<file path="config.mk">
export PLATFORM = sky130hd
export DESIGN_NAME = pbi_queue
export DESIGN_NICKNAME = d
export VERILOG_FILES = /design/src/rtl/pbi_pkg.sv /design/src/rtl/pbi_queue.sv
export SDC_FILE = /design/constraint.sdc
export NUM_CORES = 1
export LEC_CHECK = 0
export BUFFER_PORTS_ARGS = -buffer_cell sky130_fd_sc_hd__buf_2
export CORE_AREA = 2 2 138 73
export DETAILED_ROUTE_END_ITERATION = 8
export DIE_AREA = 0 0 140 75
export PLACE_DENSITY_LB_ADDON = 0.3
export REMOVE_ABC_BUFFERS = 1
export SYNTH_ARGS = -nofsm -noshare
export SYNTH_HDL_FRONTEND = slang
export SYNTH_SLANG_ARGS = --single-unit
</file>
<file path="constraint.sdc">
create_clock -name clk -period 8.9 [get_ports clk]
set_input_delay 1.335 -clock clk [delete_from_list [all_inputs] [get_ports clk]]
set_output_delay 1.335 -clock clk [all_outputs]
set_load 0.02 [all_outputs]
</file>
<file path="src/rtl/pbi_pkg.sv">
// pbi_pkg: shared types and constants of the pedal breakpoint interpolator
// no dependencies; used by every module of the block by scoped names

package pbi_pkg;

  // configuration register map
  localparam int CFG_IDX_W  = 3;
  localparam int CFG_DATA_W = 32;
  localparam logic [CFG_IDX_W-1:0] REG_POINT_COUNT  = 3'd0;
  localparam logic [CFG_IDX_W-1:0] REG_MV_PER_COUNT = 3'd1;
  localparam logic [CFG_IDX_W-1:0] REG_BP_BASE      = 3'd2;

  // register fields
  localparam int CNT_W    = 3;
  localparam int SCALE_W  = 24;
  localparam int FRAC_W   = 16;
  localparam int VOLT_W   = 16;
  localparam int PCT_W    = 16;
  localparam int BP_W     = 32;
  localparam int NUM_BP   = 6;
  localparam int MV_RESET = 423226;

  // segment arithmetic
  localparam int DIFF_W    = 17;
  localparam int NUM_W     = 33;
  localparam int MAG_W     = 32;
  localparam int DIV_W     = 16;
  localparam int ACC_W     = MAG_W + DIV_W;
  localparam int PCT_SUM_W = 34;

  // output scaling
  localparam int POS_W       = 10;
  localparam int POS_MAX     = 1000;
  localparam int PCT_SAT     = 10010;
  localparam int PCT_LOW_W   = 14;
  localparam int RECIP_W     = 16;
  localparam int RECIP_10    = 52429;
  localparam int RECIP_SHIFT = 19;

  // queue between front and back
  localparam int Q_DEPTH = 2;
  localparam int Q_PTR_W = 1;
  localparam int Q_CNT_W = 2;

  typedef logic [NUM_BP-1:0][BP_W-1:0] bp_array_t;

  // one division job: pct = pp + trunc(num / den), den never zero
  typedef struct packed {
    logic [PCT_W-1:0]         pp;
    logic signed [NUM_W-1:0]  num;
    logic signed [DIFF_W-1:0] den;
  } div_req_t;

  // quotient magnitude with its sign and the base percent
  typedef struct packed {
    logic [MAG_W-1:0] quo;
    logic             neg;
    logic [PCT_W-1:0] pp;
  } div_res_t;

  // one restoring division step: acc holds {remainder, dividend or quotient bits}
  function automatic logic [ACC_W-1:0] div_step(input logic [ACC_W-1:0] acc,
                                                 input logic [DIV_W-1:0] dvs);
    logic [DIV_W:0]   top;
    logic [DIV_W:0]   diff;
    logic [ACC_W-1:0] res;
    top  = acc[ACC_W-1:MAG_W-1];
    diff = top - {1'b0, dvs};
    if (top >= {1'b0, dvs}) begin
      res = {diff[DIV_W-1:0], acc[MAG_W-2:0], 1'b1};
    end else begin
      res = {top[DIV_W-1:0], acc[MAG_W-2:0], 1'b0};
    end
    return res;
  endfunction

endpackage

</file>
<file path="src/rtl/pbi_queue.sv">
// pbi_queue: short word queue between the front and the divider back end
// uses pbi_pkg for the job type and depth

module pbi_queue (
  input  logic              clk,
  input  logic              rst,
  input  logic              push,
  input  pbi_pkg::div_req_t push_req,
  output logic              pop,
  output pbi_pkg::div_req_t pop_req,
  output logic              full
);

  pbi_pkg::div_req_t               mem [pbi_pkg::Q_DEPTH];
  logic [pbi_pkg::Q_PTR_W-1:0]     wr_ptr;
  logic [pbi_pkg::Q_PTR_W-1:0]     rd_ptr;
  logic [pbi_pkg::Q_CNT_W-1:0]     count;

  // the back end never stalls, so the head leaves whenever present
  assign pop     = (count != '0);
  assign pop_req = mem[rd_ptr];
  assign full    = (count == pbi_pkg::Q_CNT_W'(pbi_pkg::Q_DEPTH));

  always_ff @(posedge clk) begin
    if (rst) begin
      wr_ptr <= '0;
      rd_ptr <= '0;
      count  <= '0;
    end else begin
      if (push) begin
        wr_ptr <= wr_ptr + 1'b1;
      end
      if (pop) begin
        rd_ptr <= rd_ptr + 1'b1;
      end
      unique case ({push, pop})
        2'b10:   count <= count + 1'b1;
        2'b01:   count <= count - 1'b1;
        default: count <= count;
      endcase
    end
  end

  always_ff @(posedge clk) begin
    if (push) begin
      mem[wr_ptr] <= push_req;
    end
  end

  a_no_overflow: assert property (@(posedge clk) disable iff (rst)
    !(push && full && !pop))
    else $error("queue overflow");

endmodule

</file>
==> run metrics <==
status=complete, but fails checks; failing checks=DRC; Slew Limit Fails=0; Adder-Cell Fraction of Synth Area=0.002523; area grow syn2layout=28.68%; post-route ant nets=0; pin count of the biggest net entering global routing=67; CP startpoint kind=register; sequential area share after synthesis=0.8194; max incr delay on CP=770 ps; post-DR vias/cell=5.008; Synth Area in Compound Gates=0.002018; final hold violation count=0; first drt pass iteration count=7; hold endpoint=count[1]$_SDFFE_PP0P_; total core area=0.009228 mm^2; post_cts resized=0; crit-path cells=buf_4 -> mux2_2 -> buf_2; grt peak-use layer=met2; cell family with most CP delay=flip-flops; Sink Count=137; Initial Util=0.5375; period utilization=0.4152; RR Endpoint=mem[1][59]$_DFFE_PP_; first-pass GRT wire length=13,230 um; Post-Synth Simple-Gate Area=0.009334; CP max-delay cell=dfxtp_2; Peak supply drop=0.1614 mV; gate count of the mapped netlist=227; WP data arrival=2360 ps; Setup TNS=0 ps; Ports=137; area of the multi-input gates=857.1 um^2; met3 Use GR=0.07952; mean area per synthesized cell=21.85 um^2; total wire length=8855 um; GR Util met1=0.2362; I/O Buffers=136; Setup-failing EPs final=0; YS warnings=0; Worst slew margin=0.3891; CP endpoint kind=output pin; worst r2r src=wr_ptr$_SDFFE_PP0P_; clock buffer depth=2; CTS tree=yes; CTS root buffer=clkbuf_16; worst hold path type=register to register; Buf/Inv on CP=2; fin util=0.6917; initial antenna violation count=0; PD cells=291.8 mW/mm^2; CTS Buf Count=17; Detailed Place HPWL=5584 um; number of global-route vias before repair=2,578; Final #Nets=447; Post-CTS Setup Inserts=0; clock latency on the worst-skew pair=410 ps; storage element area=0.004065 mm^2; main combinational cell family by area after synthesis=multiplexers; Clock Skew=7.359 ps; Worst R2R Path Depth=1; hold-critical path depth=2; total global-route track usage=0.1768; pre-CTS setup slack=5578 ps; Die H=75 um; Die ar.=0.01050 mm^2; cts hold-fix bufs=0; via count=2,559; DIE WIDTH=140 um; leakage=2.409 nW; Synth Area in XOR/XNOR=0.007064; placer congestion estimate=0.7513; met2 Usage GRT=0.2578; total gr overflow=0; Iter 0 DRT Violations=151; Cell Area, Synth=0.004960 mm^2; mux share of post-synthesis cell area=0.1498; layout cells sized above 1=0.6118; fmax=270.6 MHz; fin worst setup slack=5205 ps; FF-to-FF setup slack=7290 ps; Hold Crit Start=count[1]$_SDFFE_PP0P_; Core Rows=25; H-tree depth=4; drt wl/cell=17.33 um; Setup Crit Path Kind=register to output pin; Reg clk slew, reported paths=50 ps; post-synth cell types=16; RSZ-0062 raised after global routing=no; Worst Tran Pin Value=916.3 ps; Worst Path Required=7570 ps; crit-path max FO=38; DRC Markers=18; Filler cells=625; max cap viols=0; minimum clock period=3695 ps; Yosys reg bits=137
worst max path at each step:
stage                          end  cells past startpoint  slack (ps)  startpoint
3_3_place_gp           pop_req[16]                      3        5580    register
4_1_cts                pop_req[19]                      3        5130    register
5_1_grt                pop_req[19]                      3        5030    register
6_report               pop_req[43]                      3        5200    register
2_1_floorplan  mem[0][0]$_DFFE_PP_                      2        4250        push
3_5_place_dp           pop_req[19]                      3        5580    register
per-layer routing:
layer / vias up / part of all wire / routed length, um
met5: - / 0 / 0
met4: 0 / 0.012 / 110
met3: 11 / 0.10 / 892
met2: 106 / 0.44 / 3892
met1: 1246 / 0.45 / 3959
li1: 1196 / - / -
cell usage after synthesis, drive strengths merged:
cell type / n / area, um^2
or3: 1 / 6.260
dfxtp: 5 / 100.1
o21ai: 1 / 5.000
and2b: 1 / 8.760
nor2: 5 / 18.77
or2: 1 / 6.260
inv: 1 / 3.750
buf: 7 / 45.04
mux2: 66 / 743.2
ha: 1 / 12.51
a21oi: 1 / 5.000
xor2: 1 / 8.760
and2: 1 / 6.260
edfxtp: 132 / 3964
xnor2: 3 / 26.28
sequential cells by signal, indices dropped and copies added, names as in the netlist, named ones only:
name and cells:
rd_ptr 1, count 2, wr_ptr 1, mem 132
power breakdown:
group / internal (mW) / total, mW / leakage, nW / switching, mW
clock network: 0.463 / 0.710 / 0.286 / 0.247
registers: 0.759 / 0.788 / 1.28 / 0.0292
logic: 0.158 / 0.364 / 0.843 / 0.207
cell usage in the layout (no fill, tap or decap), types with 2 or more instances in the layout:
cell,synthesis,layout
nor2_1,5,4
xnor2_1,3,3
edfxtp_1,132,132
mux2_2,66,66
dfxtp_1,5,4
clkinv_2,0,3
buf_2,3,136
bufinv_16,0,4
buf_4,4,2
clkinv_1,0,2
clkinvlp_4,0,4
clkbuf_16,0,17
final cells by class:
class                           count  share of cell area
Inverter                            1           0.0005881
Timing Repair Buffer              138              0.1090
Antenna cell                        1           0.0003921
Multi-Input combinational cell     82              0.1343
Tap cell                          121             0.02372
Sequential cell                   137              0.6369
Clock buffer                       17             0.06665
Clock inverter                     14             0.02843
per-stage QoR:
| stage | instance area, um^2 | total power [mW] | std cells | hold WS [ps] |
|---|---|---|---|---|
| after global placement | 5773 | 1.163 | 479 | 473.7 |
| after global routing | 6380 | 1.931 | 510 | 536.6 |
| after floorplan | 4915 | 1.048 | 220 | 456.4 |
| final | 6382 | 1.862 | 511 | 498.2 |
| after detailed placement | 5773 | 1.170 | 479 | 499.1 |
| after CTS | 6380 | 1.882 | 510 | 507.2 |
logic make-up (layout without fill, tap and decap cells):
family / Yosys count / in the layout
DFF: 137 / 137
muxes: 66 / 66
and+or+nand+nor: 9 / 9
buffers and inverters: 8 / 170
xor gates and xnor gates: 4 / 4
AOI/OAI and AO/OA: 2 / 2
adders and majority gates: 1 / 1
other: 0 / 1
Power figures use the tool's default switching activity.
