<file path="src/rtl/pbi_pkg.sv">
// pbi_pkg: shared types and constants of the pedal breakpoint interpolator
// no dependencies; used by every module of the block by scoped names

package pbi_pkg;

  // configuration register map
  localparam int CFG_IDX_W  = 3;
  localparam int CFG_DATA_W = 32;
  localparam logic [CFG_IDX_W-1:0] REG_POINT_COUNT  = 3'd0;
  localparam logic [CFG_IDX_W-1:0] REG_MV_PER_COUNT = 3'd1;
  localparam logic [CFG_IDX_W-1:0] REG_BP_BASE      = 3'd2;

  // register fields
  localparam int CNT_W    = 3;
  localparam int SCALE_W  = 24;
  localparam int FRAC_W   = 16;
  localparam int VOLT_W   = 16;
  localparam int PCT_W    = 16;
  localparam int BP_W     = 32;
  localparam int NUM_BP   = 6;
  localparam int MV_RESET = 423226;

  // segment arithmetic
  localparam int DIFF_W    = 17;
  localparam int NUM_W     = 33;
  localparam int MAG_W     = 32;
  localparam int DIV_W     = 16;
  localparam int ACC_W     = MAG_W + DIV_W;
  localparam int PCT_SUM_W = 34;

  // output scaling
  localparam int POS_W       = 10;
  localparam int POS_MAX     = 1000;
  localparam int PCT_SAT     = 10010;
  localparam int PCT_LOW_W   = 14;
  localparam int RECIP_W     = 16;
  localparam int RECIP_10    = 52429;
  localparam int RECIP_SHIFT = 19;

  // queue between front and back
  localparam int Q_DEPTH = 2;
  localparam int Q_PTR_W = 1;
  localparam int Q_CNT_W = 2;

  typedef logic [NUM_BP-1:0][BP_W-1:0] bp_array_t;

  // one division job: pct = pp + trunc(num / den), den never zero
  typedef struct packed {
    logic [PCT_W-1:0]         pp;
    logic signed [NUM_W-1:0]  num;
    logic signed [DIFF_W-1:0] den;
  } div_req_t;

  // quotient magnitude with its sign and the base percent
  typedef struct packed {
    logic [MAG_W-1:0] quo;
    logic             neg;
    logic [PCT_W-1:0] pp;
  } div_res_t;

  // one restoring division step: acc holds {remainder, dividend or quotient bits}
  function automatic logic [ACC_W-1:0] div_step(input logic [ACC_W-1:0] acc,
                                                 input logic [DIV_W-1:0] dvs);
    logic [DIV_W:0]   top;
    logic [DIV_W:0]   diff;
    logic [ACC_W-1:0] res;
    top  = acc[ACC_W-1:MAG_W-1];
    diff = top - {1'b0, dvs};
    if (top >= {1'b0, dvs}) begin
      res = {diff[DIV_W-1:0], acc[MAG_W-2:0], 1'b1};
    end else begin
      res = {top[DIV_W-1:0], acc[MAG_W-2:0], 1'b0};
    end
    return res;
  endfunction

endpackage

</file>
<file path="src/rtl/pbi_div.sv">
// pbi_div: pipelined signed divider, one quotient bit per stage, truncates toward zero
// uses pbi_pkg for the job types and the step function

module pbi_div (
  input  logic              clk,
  input  logic              rst,
  input  logic              in_valid,
  input  pbi_pkg::div_req_t in_req,
  output logic              out_valid,
  output pbi_pkg::div_res_t out_res
);

  localparam int STAGES = pbi_pkg::MAG_W;

  logic [STAGES:0]                 st_valid;
  logic [pbi_pkg::ACC_W-1:0]       st_acc [STAGES+1];
  logic [pbi_pkg::DIV_W-1:0]       st_dvs [STAGES+1];
  logic                            st_neg [STAGES+1];
  logic [pbi_pkg::PCT_W-1:0]       st_pp  [STAGES+1];

  logic signed [pbi_pkg::NUM_W-1:0]  num_abs;
  logic signed [pbi_pkg::DIFF_W-1:0] den_abs;

  assign num_abs = in_req.num[pbi_pkg::NUM_W-1] ? -in_req.num : in_req.num;
  assign den_abs = in_req.den[pbi_pkg::DIFF_W-1] ? -in_req.den : in_req.den;

  always_ff @(posedge clk) begin
    if (rst) begin
      st_valid <= '0;
    end else begin
      st_valid <= {st_valid[STAGES-1:0], in_valid};
    end
  end

  always_ff @(posedge clk) begin
    st_acc[0] <= {{pbi_pkg::DIV_W{1'b0}}, num_abs[pbi_pkg::MAG_W-1:0]};
    st_dvs[0] <= den_abs[pbi_pkg::DIV_W-1:0];
    st_neg[0] <= in_req.num[pbi_pkg::NUM_W-1] ^ in_req.den[pbi_pkg::DIFF_W-1];
    st_pp[0]  <= in_req.pp;
    for (int k = 0; k < STAGES; k++) begin
      st_acc[k+1] <= pbi_pkg::div_step(st_acc[k], st_dvs[k]);
      st_dvs[k+1] <= st_dvs[k];
      st_neg[k+1] <= st_neg[k];
      st_pp[k+1]  <= st_pp[k];
    end
  end

  assign out_valid   = st_valid[STAGES];
  assign out_res.quo = st_acc[STAGES][pbi_pkg::MAG_W-1:0];
  assign out_res.neg = st_neg[STAGES];
  assign out_res.pp  = st_pp[STAGES];

  // a finished division leaves a remainder below the divisor
  a_rem_below_dvs: assert property (@(posedge clk) disable iff (rst)
    st_valid[STAGES] |-> (st_acc[STAGES][pbi_pkg::ACC_W-1:pbi_pkg::MAG_W] < st_dvs[STAGES]))
    else $error("divider remainder out of range");

endmodule

</file>
<file path="config.mk">
export PLATFORM = sky130hd
export DESIGN_NAME = pbi_div
export DESIGN_NICKNAME = d
export VERILOG_FILES = /design/src/rtl/pbi_pkg.sv /design/src/rtl/pbi_div.sv
export SDC_FILE = /design/constraint.sdc
export NUM_CORES = 2
export LEC_CHECK = 0
export BUFFER_PORTS_ARGS = -buffer_cell sky130_fd_sc_hd__buf_2
export CAP_MARGIN = 5
export CORE_MARGIN = 4
export CORE_UTILIZATION = 30
export DETAILED_ROUTE_END_ITERATION = 6
export GPL_ROUTABILITY_DRIVEN = 0
export HOLD_SLACK_MARGIN = 0.06
export SLEW_MARGIN = 20
export SYNTH_ARGS = -nofsm -noshare
export SYNTH_HDL_FRONTEND = slang
export SYNTH_SLANG_ARGS = --single-unit
</file>
<file path="constraint.sdc">
create_clock -name clk -period 7.7 [get_ports clk]
set_input_delay 0.77 -clock clk [delete_from_list [all_inputs] [get_ports clk]]
set_output_delay 0.77 -clock clk [all_outputs]
set_load 0.05 [all_outputs]
</file>
==> impl_metrics.ini <==
[pwr]
p_total_mw = 43.0
p_per_area_nw_per_um2 = 436
peakVddDrop_mv = 0.210
p_leak_nw = 43.7

[detailed_routing]
wl_um = 146000
drtAntennaViolNets = 0
vias = 47600
viasPerCell = 4.24
dr.pass1.iters = 6
drc = 0
wire_per_inst_um = 13.0
drtIter0Drc = 2106

[cts]
clockBufferDepth = 4
cts_setup_buffers = 0
cts_resized = 0
cts_tree = yes
htreeDepth = 5
clock-root-buffer = clkbuf_16
clk_latency_ns = 0.90
clock-sinks = 2658
cts.reportedPaths.clkPinSlew_ns = 0.05
cts_made_buffers = 287

[logic_synthesis]
yosysSeqAreaShare_pct = 63.9
synth_cells = 6919
ys.flop_type = dfxtp_1
yosysTopAreaCell = dfxtp_1
synth_common_cells = dfxtp_1 (2,658), inv_1 (637), ha_1 (500)
yosysWarnings = 0
synth_seq_cells = 2658
synth-async-reset-ratio_pct = 0
synthTopCellsByArea = dfxtp_1 (64%), ha_1 (7.5%), mux2_2 (3.6%)
synth_edf_count = 0
yosys.area.top_type_share_pct = 63.9
synth_most_common_cell = dfxtp_1
syn_nets = 7518
ys_types = 76
mappedNetlistArea_um2 = 83300
syn_area_per_cell_um2 = 12.0

[sta]
slew_headroom_pct = 26.2
report.final.hold_viol_count = 0
hold-worst-slack_ns = 0.167
fmax_mhz = 243
setup_viol_count_final = 0
min_period_ns = 4.11
rsz0062_at_grt = false
post-route-period-util_pct = 53.4
fin_setup_tns_ns = 0
finClkSkew_ns = 0.108
finalMaxSlewViolations = 0
worstMarginPinSlew_ns = 1.11

[grt]
grt.total_usage_pct = 9.97
grt_util_met3_pct = 2.25
overflow = 0
antenna_found_initial = 4
grt_pass1_vias = 49000
gr-max-usage-layer = met2
use_met2_pct = 17.6
grt_pass1_wl_um = 241000
use_met1_pct = 11.3
grt_max_degree = 34

[worst_setup_path]
start_kind = flop
critical_path_class = reg2reg
crit_path_start = st_dvs[0][290]
cp_top_family = compound AO/OA/AOI/OAI gates
cp_cell_sequence = inv_1 -> ha_1 -> a21o_1 -> a21o_1 -> a221oi_1 -> nor2b_1 -> a2111oi_2 -> a21oi_1 -> or4_1 -> mux2_2
r2r-end = st_acc[0][947]
cp_num_cells = 10
cpMostUsedCell = a21o_1
rrSetupSlack_ns = 3.59
arrival_ns = 4.82
crit_path_end_kind = flop
endpoint = st_acc[0][947]
reg2reg_depth = 10
cpPeakStageDelay_ns = 0.94
r2r-start = st_dvs[0][290]
worst-path-buf-inv = 1
required_ns = 8.41
crit_fanout = 29
slowest_stage = or4_1

[placed_design]
io_buffers = 118
hpwlAfterDp_um = 104000
placed_cells = 10700

[floorplan]
num_rows = 193
dieArea_um2 = 286000
core_area_um2 = 276000
start_util_pct = 30.1
dieWidth_um = 535
fp.dieH_um = 535
io_pins = 119

[min_path]
hp-class = in2reg
min_from = in_req[6]

[cells_and_area]
nets = 7877
instances_no_fill = 11200
drive_above_1_share_pct = 12.5
area_growth_pct = 18.5

[status]
status = completed

[job]
drv_cap = 0
[registers in the layout, indices dropped and copies added, names as in the netlist]
signal and count:
st_neg 33, st_valid 33, st_acc 1552, st_pp 528, st_dvs 512
[cells by family (layout without fill, tap and decap cells)]
group | after synthesis | after routing | share of synthesized area, %
xor gates and xnor gates | 422 | 422 | 4.44
muxes | 349 | 349 | 4.64
other | 0 | 2 | 0
DFF | 2658 | 2658 | 63.9
AOI/OAI and AO/OA | 1148 | 1148 | 8.86
and+or+nand+nor | 1070 | 1070 | 6.43
buffers and inverters | 742 | 1331 | 3.55
adders and majority gates | 530 | 530 | 8.23
[layer usage]
metal  up-vias  wire, um
met1     22100     61200
li1      24100         -
met4         2      6680
met2       960     70600
met5         -        13
met3       425      7030
[report_power, final]
part           internal (mW)  switching, mW  total [mW]
Sequential              16.3           1.05        17.4
Combinational           5.35           6.10        11.4
Clock                   8.60           5.63        14.2
Total                   30.3           12.8        43.0
[placed cells by master (no fill, tap or decap), types with 27 or more instances in the layout]
master	count
nor3_1	93
o31ai_1	38
o21ai_0	254
mux2i_1	52
xor2_1	151
clkbuf_16	291
ha_1	500
mux2_2	266
a211oi_1	34
clkbuf_1	43
nand4_1	46
a31oi_1	38
o21bai_1	28
dfxtp_1	2658
inv_1	637
nand2b_1	57
bufinv_16	30
and3_1	43
dlygate4sd3_1	43
fa_1	30
nand2_1	234
a21o_1	143
nor2b_1	137
clkinv_2	42
buf_2	118
nor2_1	274
mux2_1	31
clkbuf_8	55
nand3_1	63
o21a_1	60
a21oi_1	360
xnor2_1	271
o41ai_1	27
[worst min-delay path by stage]
stage | to | slack, ns | cells past startpoint
2_1_floorplan | st_acc[0][1009] | 0.31 | 0
3_3_place_gp | st_pp[21][1] | 0.31 | 0
3_5_place_dp | st_acc[0][1016] | 0.31 | 0
4_1_cts | st_dvs[0][6] | 0.06 | 2
5_1_grt | st_dvs[0][13] | 0.11 | 2
6_report | st_dvs[0][6] | 0.17 | 2
[stage by stage]
stage | setup slack, ns | utilization [%] | area (um2)
3_5_place_dp | 3.68 | 31.9 | 88200
3_3_place_gp | 3.70 | 31.9 | 88200
6_report | 3.59 | 35.7 | 98800
2_1_floorplan | 4.31 | - | 83300
4_1_cts | 3.62 | 35.7 | 98700
5_1_grt | 3.35 | 35.7 | 98800
[worst reg2reg max path: stages, from the launching register on]
cell and delay [ns]:
dfxtp_1 0.32, inv_1 0.05, ha_1 0.36, a21o_1 0.21
a21o_1 0.18, a221oi_1 0.60, nor2b_1 0.17, a2111oi_2 0.54
a21oi_1 0.13, or4_1 0.94, mux2_2 0.45
[layout make-up]
type / count / area (um2)
tap: 3705 / 4640
antenna: 2 / 5.00
clock inverter: 130 / 1940
inverter: 638 / 2390
fill: 26500 / 178000
timing repair buffer: 174 / 1120
clock buffer: 389 / 8200
multi-input combinational: 3519 / 27300
sequential: 2658 / 53200
[repair_timing]
action	in CTS	in global routing
hold buffers	43	0
setup endpoints to repair	0	0
hold endpoints to repair	43	0
Note: power is estimated with default switching activity, not from simulation.
