## src/rtl/pbi_pkg.sv

```systemverilog
// pbi_pkg: shared types and constants of the pedal breakpoint interpolator
// no dependencies; used by every module of the block by scoped names

package pbi_pkg;

  // configuration register map
  localparam int CFG_IDX_W  = 3;
  localparam int CFG_DATA_W = 32;
  localparam logic [CFG_IDX_W-1:0] REG_POINT_COUNT  = 3'd0;
  localparam logic [CFG_IDX_W-1:0] REG_MV_PER_COUNT = 3'd1;
  localparam logic [CFG_IDX_W-1:0] REG_BP_BASE      = 3'd2;

  // register fields
  localparam int CNT_W    = 3;
  localparam int SCALE_W  = 24;
  localparam int FRAC_W   = 16;
  localparam int VOLT_W   = 16;
  localparam int PCT_W    = 16;
  localparam int BP_W     = 32;
  localparam int NUM_BP   = 6;
  localparam int MV_RESET = 423226;

  // segment arithmetic
  localparam int DIFF_W    = 17;
  localparam int NUM_W     = 33;
  localparam int MAG_W     = 32;
  localparam int DIV_W     = 16;
  localparam int ACC_W     = MAG_W + DIV_W;
  localparam int PCT_SUM_W = 34;

  // output scaling
  localparam int POS_W       = 10;
  localparam int POS_MAX     = 1000;
  localparam int PCT_SAT     = 10010;
  localparam int PCT_LOW_W   = 14;
  localparam int RECIP_W     = 16;
  localparam int RECIP_10    = 52429;
  localparam int RECIP_SHIFT = 19;

  // queue between front and back
  localparam int Q_DEPTH = 2;
  localparam int Q_PTR_W = 1;
  localparam int Q_CNT_W = 2;

  typedef logic [NUM_BP-1:0][BP_W-1:0] bp_array_t;

  // one division job: pct = pp + trunc(num / den), den never zero
  typedef struct packed {
    logic [PCT_W-1:0]         pp;
    logic signed [NUM_W-1:0]  num;
    logic signed [DIFF_W-1:0] den;
  } div_req_t;

  // quotient magnitude with its sign and the base percent
  typedef struct packed {
    logic [MAG_W-1:0] quo;
    logic             neg;
    logic [PCT_W-1:0] pp;
  } div_res_t;

  // one restoring division step: acc holds {remainder, dividend or quotient bits}
  function automatic logic [ACC_W-1:0] div_step(input logic [ACC_W-1:0] acc,
                                                 input logic [DIV_W-1:0] dvs);
    logic [DIV_W:0]   top;
    logic [DIV_W:0]   diff;
    logic [ACC_W-1:0] res;
    top  = acc[ACC_W-1:MAG_W-1];
    diff = top - {1'b0, dvs};
    if (top >= {1'b0, dvs}) begin
      res = {diff[DIV_W-1:0], acc[MAG_W-2:0], 1'b1};
    end else begin
      res = {top[DIV_W-1:0], acc[MAG_W-2:0], 1'b0};
    end
    return res;
  endfunction

endpackage

```

## src/rtl/pbi_front.sv

```systemverilog
// pbi_front: accepts samples, scales to millivolts, picks the breakpoint segment
// and forms the numerator and span of the interpolation; uses pbi_pkg

module pbi_front #(
  parameter int ADC_BITS   = 9,
  parameter int MAX_POINTS = 6
) (
  input  logic                                  clk,
  input  logic                                  rst,
  input  logic                                  accept,
  input  logic [ADC_BITS-1:0]                   adc_sample,
  input  logic                                  inhibit,
  input  logic [pbi_pkg::CNT_W-1:0]             point_count,
  input  logic [pbi_pkg::SCALE_W-1:0]           mv_per_count,
  input  pbi_pkg::bp_array_t                    bp,
  output logic                                  push,
  output pbi_pkg::div_req_t                     push_req
);

  localparam int PROD_W = ADC_BITS + pbi_pkg::SCALE_W;
  localparam int MV_W   = PROD_W - pbi_pkg::FRAC_W;
  localparam int SEL_W  = pbi_pkg::CNT_W;

  // stage 0: captured sample
  logic                s0_valid;
  logic [ADC_BITS-1:0] s0_sample;
  logic                s0_zero;

  // stage 1: scaled product
  logic              s1_valid;
  logic              s1_zero;
  logic [PROD_W-1:0] s1_prod;

  // stage 2: chosen segment
  logic                            s2_valid;
  logic                            s2_interp;
  logic [pbi_pkg::PCT_W-1:0]       s2_const;
  logic [pbi_pkg::VOLT_W-1:0]      s2_mv;
  logic [pbi_pkg::VOLT_W-1:0]      s2_pv;
  logic [pbi_pkg::PCT_W-1:0]       s2_pp;
  logic [pbi_pkg::VOLT_W-1:0]      s2_cv;
  logic [pbi_pkg::PCT_W-1:0]       s2_cp;

  // stage 3: differences
  logic                             s3_valid;
  logic [pbi_pkg::PCT_W-1:0]        s3_pp;
  logic signed [pbi_pkg::DIFF_W-1:0] s3_dx;
  logic signed [pbi_pkg::DIFF_W-1:0] s3_dp;
  logic signed [pbi_pkg::DIFF_W-1:0] s3_den;

  // stage 4: numerator product, goes to the queue
  logic              s4_valid;
  pbi_pkg::div_req_t s4_req;

  logic [SEL_W-1:0] n_eff;
  logic [SEL_W-1:0] last_idx;
  logic [MV_W-1:0]  mv;
  logic [SEL_W-1:0] seg;
  logic [SEL_W-1:0] seg_prev;
  logic             found;

  logic [pbi_pkg::PCT_W-1:0]         pp_next;
  logic signed [pbi_pkg::DIFF_W-1:0] dx_next;
  logic signed [pbi_pkg::DIFF_W-1:0] dp_next;
  logic signed [pbi_pkg::DIFF_W-1:0] den_next;
  logic signed [2*pbi_pkg::DIFF_W-1:0] num_full;

  assign n_eff    = (point_count > SEL_W'(MAX_POINTS)) ? SEL_W'(MAX_POINTS) : point_count;
  assign last_idx = n_eff - 1'b1;
  assign mv       = s1_prod[PROD_W-1:pbi_pkg::FRAC_W];

  // first breakpoint at or above the voltage, lowest index wins
  always_comb begin
    seg   = '0;
    found = 1'b0;
    for (int i = pbi_pkg::NUM_BP - 1; i >= 1; i--) begin
      if ((SEL_W'(i) < n_eff) && (mv <= MV_W'(bp[i][pbi_pkg::BP_W-1:pbi_pkg::PCT_W]))) begin
        seg   = SEL_W'(i);
        found = 1'b1;
      end
    end
  end

  assign seg_prev = seg - 1'b1;

  // segment repair: constant result and equal voltages become num 0, den 1
  always_comb begin
    pp_next  = s2_pp;
    dx_next  = $signed({1'b0, s2_mv}) - $signed({1'b0, s2_pv});
    dp_next  = $signed({1'b0, s2_cp}) - $signed({1'b0, s2_pp});
    den_next = $signed({1'b0, s2_cv}) - $signed({1'b0, s2_pv});
    if (!s2_interp) begin
      pp_next  = s2_const;
      dx_next  = '0;
      dp_next  = '0;
      den_next = pbi_pkg::DIFF_W'(1);
    end else if (s2_cv == s2_pv) begin
      pp_next  = s2_cp;
      dx_next  = '0;
      dp_next  = '0;
      den_next = pbi_pkg::DIFF_W'(1);
    end
  end

  assign num_full = s3_dx * s3_dp;

  always_ff @(posedge clk) begin
    if (rst) begin
      s0_valid <= 1'b0;
      s1_valid <= 1'b0;
      s2_valid <= 1'b0;
      s3_valid <= 1'b0;
      s4_valid <= 1'b0;
    end else begin
      s0_valid <= accept;
      s1_valid <= s0_valid;
      s2_valid <= s1_valid;
      s3_valid <= s2_valid;
      s4_valid <= s3_valid;
    end
  end

  always_ff @(posedge clk) begin
    if (accept) begin
      s0_sample <= adc_sample;
      s0_zero   <= inhibit || (n_eff == '0);
    end
    s1_zero <= s0_zero;
    s1_prod <= PROD_W'(s0_sample) * PROD_W'(mv_per_count);

    s2_interp <= found && !s1_zero;
    s2_const  <= s1_zero ? '0 : bp[last_idx][pbi_pkg::PCT_W-1:0];
    s2_mv     <= mv[pbi_pkg::VOLT_W-1:0];
    s2_pv     <= bp[seg_prev][pbi_pkg::BP_W-1:pbi_pkg::PCT_W];
    s2_pp     <= bp[seg_prev][pbi_pkg::PCT_W-1:0];
    s2_cv     <= bp[seg][pbi_pkg::BP_W-1:pbi_pkg::PCT_W];
    s2_cp     <= bp[seg][pbi_pkg::PCT_W-1:0];

    s3_pp  <= pp_next;
    s3_dx  <= dx_next;
    s3_dp  <= dp_next;
    s3_den <= den_next;

    s4_req.pp  <= s3_pp;
    s4_req.num <= num_full[pbi_pkg::NUM_W-1:0];
    s4_req.den <= s3_den;
  end

  assign push     = s4_valid;
  assign push_req = s4_req;

  // the span handed to the divider is never zero
  a_den_nonzero: assert property (@(posedge clk) disable iff (rst)
    s4_valid |-> (s4_req.den != '0))
    else $error("zero divisor reached the queue");

endmodule

```

## config.mk

```make
export PLATFORM = sky130hd
export DESIGN_NAME = pbi_front
export DESIGN_NICKNAME = d
export VERILOG_FILES = /design/src/rtl/pbi_pkg.sv /design/src/rtl/pbi_front.sv
export SDC_FILE = /design/constraint.sdc
export NUM_CORES = 2
export LEC_CHECK = 0
export ABC_AREA = 0
export ABC_CLOCK_PERIOD_IN_PS = 5250
export BUFFER_PORTS_ARGS = -buffer_cell sky130_fd_sc_hd__buf_2
export CORE_MARGIN = 5
export CORE_UTILIZATION = 40
export DETAILED_ROUTE_END_ITERATION = 16
export GPL_ROUTABILITY_DRIVEN = 0
export MAX_ROUTING_LAYER = met4
export PLACE_DENSITY = 0.69
export SYNTH_ARGS = -nofsm -noshare
export SYNTH_HDL_FRONTEND = slang
export SYNTH_SLANG_ARGS = --single-unit
```

## constraint.sdc

```tcl
create_clock -name clk -period 5.25 [get_ports clk]
set_input_delay 0.7875 -clock clk [delete_from_list [all_inputs] [get_ports clk]]
set_output_delay 0.7875 -clock clk [all_outputs]
set_load 0.02 [all_outputs]
```

==> impl_metrics.py <==
metrics = {
    "drt": {
        "vias": 26000,
        "final_antenna_net_count": 0,
        "routed_wl_um": 96100,
        "vias_per_cell": 5.26,
        "drc_errors": 0,
        "wl_met2_um": 43900,
        "wl_met1_um": 38900,
        "wire_per_inst_um": 19.4,
        "drt_iter0_markers": 1880,
        "firstDrtPassIters": 6,
        "wl_met3_um": 8720,
        "top_layer": "met4",
    },
    "cts": {
        "clockRootBuffer": "clkbuf_16",
        "cts_buffer_depth": 3,
        "clk_latency_ns": 0.56,
        "clk_pin_slew_worst_paths_ns": 0.06,
        "cts_made_buffers": 34,
        "cts_tree": "yes",
        "clock-sinks": 263,
        "cts_max_level": 2,
    },
    "floorplanning": {
        "initial_core_util_pct": 40.2,
        "die_area_um2": 83100,
        "io_pins": 299,
        "die_w_um": 288,
        "coreArea_um2": 77100,
        "die_y_um": 288,
        "num_rows": 102,
    },
    "sta": {
        "fin_setup_tns_ns": -3.65,
        "drv_slew": 0,
        "worst_slew_pin_slew_ns": 1.13,
        "slew_headroom_pct": 24.8,
        "fmax_mhz": 176,
        "finClkSkew_ns": 0.0205,
        "hold_viol": 0,
        "fin_crit_ns": 5.68,
        "setup_viol": 14,
        "finalCritPeriodShare_pct": 108,
        "rsz0062_at_grt": "yes",
        "setup_ws_ns": -0.431,
    },
    "logic_synthesis": {
        "synth.largest_area_cell": "fa_1",
        "yosysMostFrequentCell": "inv_1",
        "yosysWarnings": 0,
        "synth_area_leaders": "fa_1, dfxtp_1, ha_1",
        "syn_inst": 3441,
        "synthesis.nets": 4381,
        "yosys-top-cells-count": "inv_1, fa_1, nand2_1",
        "synthFlopType": "dfxtp_1",
        "synthArstFlopShare_pct": 0,
        "synth_edf_count": 10,
        "netlist_area_um2": 31000,
        "yosysSeqAreaShare_pct": 17.3,
        "synth_top_area_share_pct": 28.9,
        "avgSynthCellArea_um2": 9.00,
        "ys_seq_elements": 263,
        "yosysUniqueCellTypes": 70,
    },
    "finish": {
        "regArea_um2": 5440,
        "drive_gt1_share_pct": 21.3,
        "syn2layout_area_growth_pct": 19.6,
        "fillers": 7343,
        "utilization_pct": 48.0,
        "layoutNonFillerInstCount": 4950,
        "multi_input_area_um2": 23300,
        "nets": 4818,
    },
    "setup_path": {
        "r2r_start": "s3_dx[5]",
        "critPathLaunchType": "flip-flop",
        "crit_arrival_ns": 6.17,
        "path_class": "flip-flop to flip-flop",
        "cp-startpoint": "s3_dx[5]",
        "worst_ep_required_time_ns": 5.74,
        "path_max_fanout": 7,
        "cp-end-kind": "flip-flop",
    },
    "placement": {
        "portBuffers": 298,
        "place_inst": 4856,
        "dp_hpwl_um": 78400,
    },
    "global_routing": {
        "grt_pass1_wl_um": 150000,
        "antenna_found_initial": 9,
        "grt_start_max_net_pins": 85,
        "grt_pass1_vias": 27200,
        "grt_use_total_pct": 23.7,
        "grt_overflow_total": 0,
    },
    "hold_path": {
        "hp-class": "flip-flop to flip-flop",
        "hold_path.startpoint": "s3_pp[4]",
    },
    "status": {
        "outcome": "finished, violations left",
        "failed_checks": "setup timing",
    },
    "run": {
        "drv_cap": 0,
    },
}
==> path summary, 6_finish.rpt <==
check,to,slack (ns),depth (start not counted)
worst max-delay path,push_req[46],-0.43,23
worst min-delay path,push_req[54],0.31,0
worst max register to register,push_req[46],-0.43,23
worst min register to register,push_req[54],0.31,0
==> worst max-delay path: stages (launching register included) <==
cell and delay [ns]:
dfxtp_4 0.39, buf_4 0.13, nand2_1 0.06, fa_1 0.50, inv_1 0.06, fa_1 0.50
inv_1 0.06, fa_1 0.53, inv_1 0.05, fa_2 0.34, fa_1 0.53, inv_2 0.04
fa_1 0.49, inv_2 0.05, ha_4 0.21, a21o_1 0.16, a21o_1 0.19, a21o_1 0.20
or3_4 0.34, o211ai_1 0.19, buf_4 0.15, nand3b_1 0.11, a31o_2 0.26, a21oi_2 0.09
==> cells in the final DEF, fill, tap and decap left out, types with 56 or more instances in the layout <==
master,netlist,layout
a21oi_1,158,141
nor3_1,66,64
dfxtp_1,253,226
fa_1,447,437
ha_1,261,250
mux2i_1,65,65
buf_4,7,238
buf_2,10,298
nand3_1,66,66
xnor2_1,56,56
inv_1,566,551
nand2_1,346,335
and2_1,223,213
nor2_1,187,184
o21ai_0,138,135
==> registers in the layout, indices dropped and copies added (netlist names) <==
| register | flops |
|---|---|
| s2_interp | 1 |
| s3_dp | 17 |
| s2_cv | 16 |
| s2_mv | 16 |
| s2_cp | 16 |
| s0_sample | 9 |
| s1_prod | 17 |
| s0_valid | 1 |
| s3_den | 17 |
| s2_pp | 16 |
| s1_valid | 1 |
| s3_pp | 16 |
| s0_zero | 1 |
| s1_zero | 1 |
| s2_pv | 16 |
| s3_valid | 1 |
| s2_const | 16 |
| push_req | 66 |
| push | 1 |
| s3_dx | 17 |
| s2_valid | 1 |
==> through the flow <==
| stage | setup WS, ns | area (um2) | hold WS (ns) |
|---|---|---|---|
| 2_1_floorplan | -0.137 | 31300 | 0.310 |
| 3_3_place_gp | -0.496 | 35100 | 0.311 |
| 3_5_place_dp | -0.561 | 35100 | 0.312 |
| 4_1_cts | -0.412 | 36600 | 0.307 |
| 5_1_grt | -0.626 | 37000 | 0.308 |
| 6_report | -0.431 | 37000 | 0.314 |
==> layer usage <==
layer	GRT usage (%)	up-vias
li1	-	12000
met4	9.29	0
met1	30.0	12600
met2	37.5	1206
met5	-	-
met3	5.07	251
==> repair_timing <==
item	CTS	global route
hold buffers	0	0
buffers inserted	12	14
gates resized for setup	74	82
gates cloned	0	0
endpoints found under the setup margin	20	26
pin swaps	21	39
==> layout make-up <==
| cell class | count | area share [%] |
|---|---|---|
| Sequential cell | 263 | 14.7 |
| Inverter | 567 | 5.76 |
| Tap cell | 1040 | 3.52 |
| Clock inverter | 16 | 0.602 |
| Multi-Input combinational cell | 2444 | 62.9 |
| Timing Repair Buffer | 568 | 10.0 |
| Antenna cell | 7 | 0.0473 |
| Clock buffer | 45 | 2.49 |
==> cells by family after synthesis <==
family / synth area share (%)
multiplexers: 5.59
XOR/XNOR: 2.15
adder cells (fa/ha/maj): 39.5
buffers and inverters: 9.13
AND/OR/NAND/NOR: 15.7
flip-flops: 17.3
AO/OA/AOI/OAI: 10.6
Power is not shown: default switching activity piles up to over one toggle a cycle in this logic, so the estimate is an artifact.
