--- config.mk ---
export PLATFORM = sky130hd
export DESIGN_NAME = pbi_back
export DESIGN_NICKNAME = d
export VERILOG_FILES = /design/src/rtl/pbi_pkg.sv /design/src/rtl/pbi_back.sv
export SDC_FILE = /design/constraint.sdc
export NUM_CORES = 1
export LEC_CHECK = 0
export BUFFER_PORTS_ARGS = -buffer_cell sky130_fd_sc_hd__buf_2
export CORE_ASPECT_RATIO = 0.75
export CORE_MARGIN = 2
export CORE_UTILIZATION = 45
export DETAILED_ROUTE_END_ITERATION = 6
export GPL_TIMING_DRIVEN = 0
export PLACE_DENSITY_LB_ADDON = 0.2
export SLEW_MARGIN = 20
export SYNTH_ARGS = -nofsm -noshare
export SYNTH_HDL_FRONTEND = slang
export SYNTH_SLANG_ARGS = --single-unit
--- constraint.sdc ---
create_clock -name clk -period 6 [get_ports clk]
set_input_delay 1.2 -clock clk [delete_from_list [all_inputs] [get_ports clk]]
set_output_delay 1.2 -clock clk [all_outputs]
set_load 0.01 [all_outputs]
--- src/rtl/pbi_pkg.sv ---
// pbi_pkg: shared types and constants of the pedal breakpoint interpolator
// no dependencies; used by every module of the block by scoped names

package pbi_pkg;

  // configuration register map
  localparam int CFG_IDX_W  = 3;
  localparam int CFG_DATA_W = 32;
  localparam logic [CFG_IDX_W-1:0] REG_POINT_COUNT  = 3'd0;
  localparam logic [CFG_IDX_W-1:0] REG_MV_PER_COUNT = 3'd1;
  localparam logic [CFG_IDX_W-1:0] REG_BP_BASE      = 3'd2;

  // register fields
  localparam int CNT_W    = 3;
  localparam int SCALE_W  = 24;
  localparam int FRAC_W   = 16;
  localparam int VOLT_W   = 16;
  localparam int PCT_W    = 16;
  localparam int BP_W     = 32;
  localparam int NUM_BP   = 6;
  localparam int MV_RESET = 423226;

  // segment arithmetic
  localparam int DIFF_W    = 17;
  localparam int NUM_W     = 33;
  localparam int MAG_W     = 32;
  localparam int DIV_W     = 16;
  localparam int ACC_W     = MAG_W + DIV_W;
  localparam int PCT_SUM_W = 34;

  // output scaling
  localparam int POS_W       = 10;
  localparam int POS_MAX     = 1000;
  localparam int PCT_SAT     = 10010;
  localparam int PCT_LOW_W   = 14;
  localparam int RECIP_W     = 16;
  localparam int RECIP_10    = 52429;
  localparam int RECIP_SHIFT = 19;

  // queue between front and back
  localparam int Q_DEPTH = 2;
  localparam int Q_PTR_W = 1;
  localparam int Q_CNT_W = 2;

  typedef logic [NUM_BP-1:0][BP_W-1:0] bp_array_t;

  // one division job: pct = pp + trunc(num / den), den never zero
  typedef struct packed {
    logic [PCT_W-1:0]         pp;
    logic signed [NUM_W-1:0]  num;
    logic signed [DIFF_W-1:0] den;
  } div_req_t;

  // quotient magnitude with its sign and the base percent
  typedef struct packed {
    logic [MAG_W-1:0] quo;
    logic             neg;
    logic [PCT_W-1:0] pp;
  } div_res_t;

  // one restoring division step: acc holds {remainder, dividend or quotient bits}
  function automatic logic [ACC_W-1:0] div_step(input logic [ACC_W-1:0] acc,
                                                 input logic [DIV_W-1:0] dvs);
    logic [DIV_W:0]   top;
    logic [DIV_W:0]   diff;
    logic [ACC_W-1:0] res;
    top  = acc[ACC_W-1:MAG_W-1];
    diff = top - {1'b0, dvs};
    if (top >= {1'b0, dvs}) begin
      res = {diff[DIV_W-1:0], acc[MAG_W-2:0], 1'b1};
    end else begin
      res = {top[DIV_W-1:0], acc[MAG_W-2:0], 1'b0};
    end
    return res;
  endfunction

endpackage

--- src/rtl/pbi_back.sv ---
// pbi_back: adds the signed quotient to the base percent, scales to tenths,
// saturates and registers the result with its strobe; uses pbi_pkg

module pbi_back (
  input  logic                      clk,
  input  logic                      rst,
  input  logic                      res_valid,
  input  pbi_pkg::div_res_t         res,
  output logic                      done,
  output logic [pbi_pkg::POS_W-1:0] position_tenths
);

  localparam int SCL_W = pbi_pkg::PCT_LOW_W + pbi_pkg::RECIP_W;

  logic                                  b1_valid;
  logic signed [pbi_pkg::PCT_SUM_W-1:0]  b1_pct;

  logic signed [pbi_pkg::PCT_SUM_W-1:0]  quo_s;
  logic signed [pbi_pkg::PCT_SUM_W-1:0]  pct_next;
  logic [SCL_W-1:0]                      scaled;
  logic [pbi_pkg::POS_W-1:0]             pos_next;

  assign quo_s    = res.neg ? -$signed({2'b00, res.quo}) : $signed({2'b00, res.quo});
  assign pct_next = quo_s + $signed({{(pbi_pkg::PCT_SUM_W-pbi_pkg::PCT_W){1'b0}}, res.pp});

  // divide by ten through a reciprocal, exact for the range below saturation
  assign scaled = SCL_W'(b1_pct[pbi_pkg::PCT_LOW_W-1:0]) * SCL_W'(pbi_pkg::RECIP_10);

  always_comb begin
    priority if (b1_pct[pbi_pkg::PCT_SUM_W-1]) begin
      pos_next = '0;
    end else if (b1_pct >= $signed(pbi_pkg::PCT_SUM_W'(pbi_pkg::PCT_SAT))) begin
      pos_next = pbi_pkg::POS_W'(pbi_pkg::POS_MAX);
    end else begin
      pos_next = scaled[pbi_pkg::RECIP_SHIFT +: pbi_pkg::POS_W];
    end
  end

  always_ff @(posedge clk) begin
    if (rst) begin
      b1_valid <= 1'b0;
      done     <= 1'b0;
    end else begin
      b1_valid <= res_valid;
      done     <= b1_valid;
    end
  end

  always_ff @(posedge clk) begin
    b1_pct          <= pct_next;
    position_tenths <= pos_next;
  end

endmodule

==> impl_metrics.tcl, run 1 <==
set metrics [dict create \
    run_status "finished, final reports clean" \
    initial_antenna_violation_count 0 \
    floorplan.die.width_um 147 \
    most-common-layout-cells "119 x sky130_fd_sc_hd__ha_1, 107 x sky130_fd_sc_hd__inv_1, 62 x sky130_fd_sc_hd__buf_2" \
    grt_first_pass_wirelength_mm 27.8 \
    cap_violations 0 \
    tightestPinTransition_ps 639 \
    synth_ff_type "sky130_fd_sc_hd__dfxtp_1" \
    rsz0062_at_grt "no" \
    final_worst_path_setup_slack_ps 411 \
    layout.nets 1079 \
    worstHoldPathType "register to register" \
    firstDrtPassIters 5 \
    startpoint "b1_pct[12]" \
    grt_pass1_vias 5410 \
    flow.area_growth_from_synthesis_pct 10.1 \
    ctsRootBufferMaster "sky130_fd_sc_hd__clkbuf_16" \
    post_synth_inst_count 788 \
    fraction_of_layout_cells_with_a_size_suffix_above_1_pct 11.9 \
    cts_hold_buffers 0 \
    portBuffers 58 \
    gr-usage-all-layers_pct 20.9 \
    route.vias.total 5798 \
    timing.max_slew.rel_slack_pct 57.0 \
    slew_viol_final 0 \
    clock_tree_from_tritoncts "done" \
    dpl_cell_area_um2 7480 \
    synth.ff_latch_count 46 \
    critical_path_sink "position_tenths[8]" \
    maximum_number_of_pins_on_one_net_before_global_route_repair 17 \
    io-pin-count 63 \
    antenna_cells_inserted 0 \
    global_route.overflow_total 0 \
    critical_path_required_ps 6200 \
    timing.rr.end "position_tenths[8]" \
    worstSetupPathType "register to register" \
    setup_violations 0 \
    drc_errors 0 \
    path_clk_slew_ps 70 \
    fmaxAchievable_mhz 179 \
    critPathArrivalTime_ps 5790 \
    pre_cts_ws_ps 305 \
    worst_setup_path_start_kind "register" \
    fp.coreArea_um2 15100 \
    die_area_um2 16400 \
    synth_cell_type_count 73 \
    synth_sequential_area_ratio_pct 13.3 \
    period_share_pct 93.2 \
    route.detailed.vias_per_inst 5.47 \
    chipHeight_um 111 \
    layout_commonest_cell "sky130_fd_sc_hd__ha_1" \
    gp_congestion 0.896 \
    synth.net_count 1014 \
    final.setup.tns_ps 0 \
    regToRegStartpoint "b1_pct[12]" \
    min_cycle_time_layout_ps 5590 \
    hpwl_reported_at_the_end_of_detailed_placement_mm 14.4 \
    clock_sinks 46 \
    crit_fanout 4 \
    timing.reg2reg.setup_slack_ps 410 \
    stdcell_area_um2 7630 \
    row_count 39 \
    end_kind "register" \
    route.antenna.remaining_nets 0 \
    routedWlPerCell_um 15.7 \
    drtIter0Drc 446 \
    cts_made_buffers 5 \
    hold_violations 0 \
    postSynth.asyncResetShare_pct 0 \
    clk_latency_ps 290 \
    clock_tree.htree_level_count 2 \
    syn_area_per_cell_um2 8.80 \
    fin_worst_skew_ps 7.18 \
    wirelength_mm 16.6 \
    timing.hold.worst.start "b1_valid" \
    number_of_synthesized_flops_with_an_enable_pin 0 \
    synthesis.area_um2 6930 \
    fillers 1493 \
    synthesis.yosys.warnings 0 \
    floorplan.initialDensity_pct 45.8 \
    timing.reg2reg.worst_path_depth 20 \
    ctsLongestPathBuffers 2 \
]
==> kinds of logic (layout without fill, tap and decap cells) <==
family / after synthesis / after routing / share of synthesized area (%)
adder cells (fa/ha/maj): 174 / 174 / 37.4
XOR/XNOR: 64 / 64 / 8.09
buffers and inverters: 125 / 191 / 7.11
AND/OR/NAND/NOR: 210 / 210 / 17.5
flip-flops: 46 / 46 / 13.3
multiplexers: 1 / 1 / 0.144
AO/OA/AOI/OAI: 168 / 168 / 16.5
==> stage by stage <==
step | std cells | hold slack (ps) | utilization [%]
after floorplan | 788 | 414 | -
after global placement | 1051 | 421 | 49.4
after detailed placement | 1051 | 429 | 49.4
after CTS | 1059 | 446 | 50.4
after global routing | 1059 | 464 | 50.4
final | 1059 | 438 | 50.4
==> worst min path at each step <==
stage	endpoint	slack (ps)	cells after the start
6_report	done	440	1
5_1_grt	done	460	1
4_1_cts	done	450	1
3_5_place_dp	done	430	1
3_3_place_gp	done	420	1
2_1_floorplan	done	410	1
==> critical path: stages, from the launching register on <==
cell and delay [ps]:
sky130_fd_sc_hd__dfxtp_1 380, sky130_fd_sc_hd__inv_1 60, sky130_fd_sc_hd__ha_1 270, sky130_fd_sc_hd__inv_1 60
sky130_fd_sc_hd__fa_1 580, sky130_fd_sc_hd__fa_1 540, sky130_fd_sc_hd__inv_1 60, sky130_fd_sc_hd__fa_1 520
sky130_fd_sc_hd__inv_1 50, sky130_fd_sc_hd__fa_1 500, sky130_fd_sc_hd__inv_1 50, sky130_fd_sc_hd__fa_1 490
sky130_fd_sc_hd__inv_1 40, sky130_fd_sc_hd__ha_1 320, sky130_fd_sc_hd__o21ai_0 150, sky130_fd_sc_hd__a21oi_1 140
sky130_fd_sc_hd__a21bo_2 210, sky130_fd_sc_hd__a41oi_1 350, sky130_fd_sc_hd__o21ai_1 210, sky130_fd_sc_hd__and4_1 240
sky130_fd_sc_hd__nor4_1 260
==> registers in the layout, indices dropped and copies added (netlist names) <==
register,cells
b1_pct,34
position_tenths,10
b1_valid,1
done,1
==> cells in the mapped netlist (4+ instances only) <==
cell / instances / area (µm²)
sky130_fd_sc_hd__and2_1: 6 / 37.5
sky130_fd_sc_hd__and4_1: 4 / 35.0
sky130_fd_sc_hd__nor2b_1: 5 / 31.3
sky130_fd_sc_hd__o21ai_0: 34 / 170
sky130_fd_sc_hd__a21oi_1: 40 / 200
sky130_fd_sc_hd__and3_1: 9 / 56.3
sky130_fd_sc_hd__o21a_1: 4 / 30.0
sky130_fd_sc_hd__nor3_1: 21 / 105
sky130_fd_sc_hd__nand4_1: 19 / 119
sky130_fd_sc_hd__a31oi_1: 10 / 62.6
sky130_fd_sc_hd__o21bai_1: 4 / 30.0
sky130_fd_sc_hd__dfxtp_1: 46 / 921
sky130_fd_sc_hd__a31o_2: 4 / 35.0
sky130_fd_sc_hd__nor2_1: 35 / 131
sky130_fd_sc_hd__xnor2_1: 38 / 333
sky130_fd_sc_hd__or3_1: 4 / 25.0
sky130_fd_sc_hd__o41ai_1: 6 / 52.6
sky130_fd_sc_hd__o31ai_1: 8 / 60.1
sky130_fd_sc_hd__nor4_1: 8 / 50.1
sky130_fd_sc_hd__ha_1: 119 / 1490
sky130_fd_sc_hd__inv_1: 107 / 402
sky130_fd_sc_hd__clkbuf_1: 11 / 41.3
sky130_fd_sc_hd__nand3_1: 17 / 85.1
sky130_fd_sc_hd__a211oi_1: 8 / 60.1
sky130_fd_sc_hd__nand2b_1: 5 / 31.3
sky130_fd_sc_hd__a21o_1: 10 / 75.1
sky130_fd_sc_hd__or2_2: 5 / 31.3
sky130_fd_sc_hd__nand2_1: 43 / 161
sky130_fd_sc_hd__buf_2: 4 / 20.0
sky130_fd_sc_hd__xor2_1: 26 / 228
sky130_fd_sc_hd__fa_1: 55 / 1100
==> cell type report <==
| cell class | count | area (µm²) | share of cell area [%] |
|---|---|---|---|
| repair buffers | 58 | 290 | 3.81 |
| multi-input cells | 617 | 5520 | 72.3 |
| clock inverters | 3 | 25.0 | 0.328 |
| flip-flops and latches | 46 | 921 | 12.1 |
| clock buffers | 5 | 125 | 1.64 |
| well taps | 205 | 256 | 3.36 |
| inverters | 107 | 402 | 5.26 |
| plain buffers | 18 | 91.3 | 1.20 |
==> repair_timing <==
item | in CTS | in global routing
endpoints found under the hold margin | 0 | 0
resized for setup | 0 | 1
setup buffers | 0 | 0
setup endpoints to repair | 0 | 1
==> metal layers <==
layer | vias to the layer above | GRT usage [%] | routed length, µm
li1 | 2934 | - | -
met1 | 2687 | 35.1 | 9350
met2 | 168 | 27.1 | 6040
met3 | 9 | 5.16 | 1100
met4 | 0 | 2.12 | 83
met5 | - | 0 | 0
Power of run 1 is left out: the tool's default activity adds up to more than one toggle a clock period on the data nets, which glitch-free logic cannot reach.
==> run 2, diff against run 1 <==
--- a/config.mk
+++ b/config.mk
@@ -12,6 +12,7 @@
 export DETAILED_ROUTE_END_ITERATION = 6
 export GPL_TIMING_DRIVEN = 0
 export PLACE_DENSITY_LB_ADDON = 0.2
+export SETUP_SLACK_MARGIN = 0.1
 export SLEW_MARGIN = 20
 export SYNTH_ARGS = -nofsm -noshare
 export SYNTH_HDL_FRONTEND = slang
==> constraint.sdc (replaced) <==
create_clock -name clk -period 5.4 [get_ports clk]
set_input_delay 1.08 -clock clk [delete_from_list [all_inputs] [get_ports clk]]
set_output_delay 1.08 -clock clk [all_outputs]
set_load 0.01 [all_outputs]
==> impl_metrics.tcl, run 2 (same netlist as run 1, synthesis figures left out) <==
set metrics [dict create \
    rsz0062_at_grt "yes" \
    clock_tree_from_tritoncts "done" \
    io-pin-count 63 \
    firstDrtPassIters 5 \
    drc_errors 0 \
    route.detailed.vias_per_inst 5.49 \
    flow.area_growth_from_synthesis_pct 12.9 \
    global_route.overflow_total 0 \
    reg_top3 "b1_pct x34, position_tenths x10" \
    wirelength_mm 16.8 \
    layout.nets 1083 \
    floorplan.die.width_um 147 \
    gp_congestion 0.896 \
    maximum_number_of_pins_on_one_net_before_global_route_repair 17 \
    clock_sinks 46 \
    tightestPinTransition_ps 682 \
    worstSetupPathType "register to register" \
    hold_violations 0 \
    chipHeight_um 111 \
    timing.reg2reg.worst_path_depth 18 \
    timing.hold.worst.start "b1_valid" \
    fp.coreArea_um2 15100 \
    hold-worst-slack_ps 438 \
    timing.rr.end "position_tenths[8]" \
    setup_violations 0 \
    max_flop_register "b1_pct" \
    die_area_um2 16400 \
    most-common-layout-cells "116 x sky130_fd_sc_hd__ha_1, 106 x sky130_fd_sc_hd__inv_1, 62 x sky130_fd_sc_hd__buf_2" \
    path_clk_slew_ps 70 \
    max_reg_flops 34 \
    critPathArrivalTime_ps 5290 \
    routedWlPerCell_um 15.8 \
    slew_viol_final 0 \
    fillers 1475 \
    utilization_pct 51.7 \
    critical_path_required_ps 5610 \
    drtIter0Drc 455 \
    cap_violations 0 \
    fin_worst_skew_ps 7.39 \
    worstHoldPathType "register to register" \
    clock_tree.htree_level_count 2 \
    final_worst_path_setup_slack_ps 322 \
    fmaxAchievable_mhz 197 \
    end_kind "register" \
    min_delay_worst_endpoint "done" \
    cts_made_buffers 5 \
    min_cycle_time_layout_ps 5080 \
    worst_setup_path_start_kind "register" \
    layout_commonest_cell "sky130_fd_sc_hd__ha_1" \
    regToRegStartpoint "b1_pct[8]" \
    floorplan.initialDensity_pct 45.8 \
    route.antenna.remaining_nets 0 \
    clk_latency_ps 290 \
    ctsRootBufferMaster "sky130_fd_sc_hd__clkbuf_16" \
    run_status "finished, final reports clean" \
    antenna_cells_inserted 0 \
    gr-usage-all-layers_pct 21.0 \
    final.setup.tns_ps 0 \
    route.vias.total 5836 \
    initial_antenna_violation_count 0 \
    holdPathStages 1 \
    period_share_pct 94.0 \
    grt_first_pass_wirelength_mm 27.9 \
    ctsLongestPathBuffers 2 \
    row_count 39 \
    crit_fanout 5 \
    portBuffers 58 \
    hpwl_reported_at_the_end_of_detailed_placement_mm 14.4 \
    multiInputGateArea_um2 5670 \
    fraction_of_layout_cells_with_a_size_suffix_above_1_pct 16.0 \
    pre_cts_ws_ps -295 \
    timing.reg2reg.setup_slack_ps 320 \
    area.sequential_um2 933 \
    timing.max_slew.rel_slack_pct 54.2 \
    grt_pass1_vias 5429 \
]
==> run 2: changes by cell type in the layout (fill, tap and decap cells not counted), moves of 2 or more <==
cell / change
sky130_fd_sc_hd__a21oi_1: -6
sky130_fd_sc_hd__a21oi_2: +5
sky130_fd_sc_hd__a41oi_1: -2
sky130_fd_sc_hd__buf_4: +4
sky130_fd_sc_hd__dfxtp_1: -6
sky130_fd_sc_hd__dfxtp_2: +4
sky130_fd_sc_hd__dfxtp_4: +2
sky130_fd_sc_hd__fa_1: -2
sky130_fd_sc_hd__fa_2: +2
sky130_fd_sc_hd__ha_1: -3
sky130_fd_sc_hd__ha_4: +2
sky130_fd_sc_hd__o21ai_0: -2
sky130_fd_sc_hd__o21ai_2: +2
==> run 2: area by class of cell <==
cell class	count	share of cell area [%]
tap	205	3.28
clock buffer	5	1.60
multi-input combinational	617	72.5
inverter	107	5.13
sequential	46	11.9
timing repair buffer	62	4.09
buffer	18	1.18
clock inverter	3	0.320
==> run 2: worst max path at each step <==
stage / from / endpoint
after floorplan: b1_pct[12] / position_tenths[8]
after global placement: b1_pct[12] / position_tenths[8]
after detailed placement: b1_pct[12] / position_tenths[8]
after CTS: b1_pct[5] / position_tenths[9]
after global routing: b1_pct[12] / position_tenths[8]
final: b1_pct[8] / position_tenths[8]
==> run 2: metal layers <==
metal	GRT usage, %	wire length, µm
met1	35.1	9360
met2	27.2	6210
met5	0	0
met4	2.12	84
met3	5.16	1140
==> run 2: per-stage QoR <==
stage / cells / instance area, µm²
after floorplan: 788 / 6930
after global placement: 1051 / 7480
after detailed placement: 1051 / 7480
after CTS: 1060 / 7680
after global routing: 1063 / 7830
final: 1063 / 7830
==> run 2: timing repair <==
| item | in CTS | in global routing |
|---|---|---|
| setup buffers | 1 | 3 |
| endpoints found under the setup margin | 8 | 17 |
| resized for setup | 11 | 31 |
| pin swaps | 1 | 11 |
| hold buffers | 0 | 0 |
==> run 2: critical path, stage by stage, from the launching register on <==
cell	delay (ps)
sky130_fd_sc_hd__dfxtp_1	460
sky130_fd_sc_hd__ha_1	320
sky130_fd_sc_hd__fa_2	470
sky130_fd_sc_hd__fa_1	500
sky130_fd_sc_hd__inv_1	60
sky130_fd_sc_hd__fa_1	520
sky130_fd_sc_hd__inv_1	50
sky130_fd_sc_hd__fa_1	500
sky130_fd_sc_hd__inv_1	50
sky130_fd_sc_hd__fa_1	490
sky130_fd_sc_hd__inv_1	70
sky130_fd_sc_hd__ha_4	250
sky130_fd_sc_hd__o21ai_2	120
sky130_fd_sc_hd__a21oi_2	100
sky130_fd_sc_hd__a21bo_2	220
sky130_fd_sc_hd__a41oi_4	250
sky130_fd_sc_hd__o21ai_4	110
sky130_fd_sc_hd__and4_1	220
sky130_fd_sc_hd__nor4_2	230
Power of run 2 is left out for the same reason.
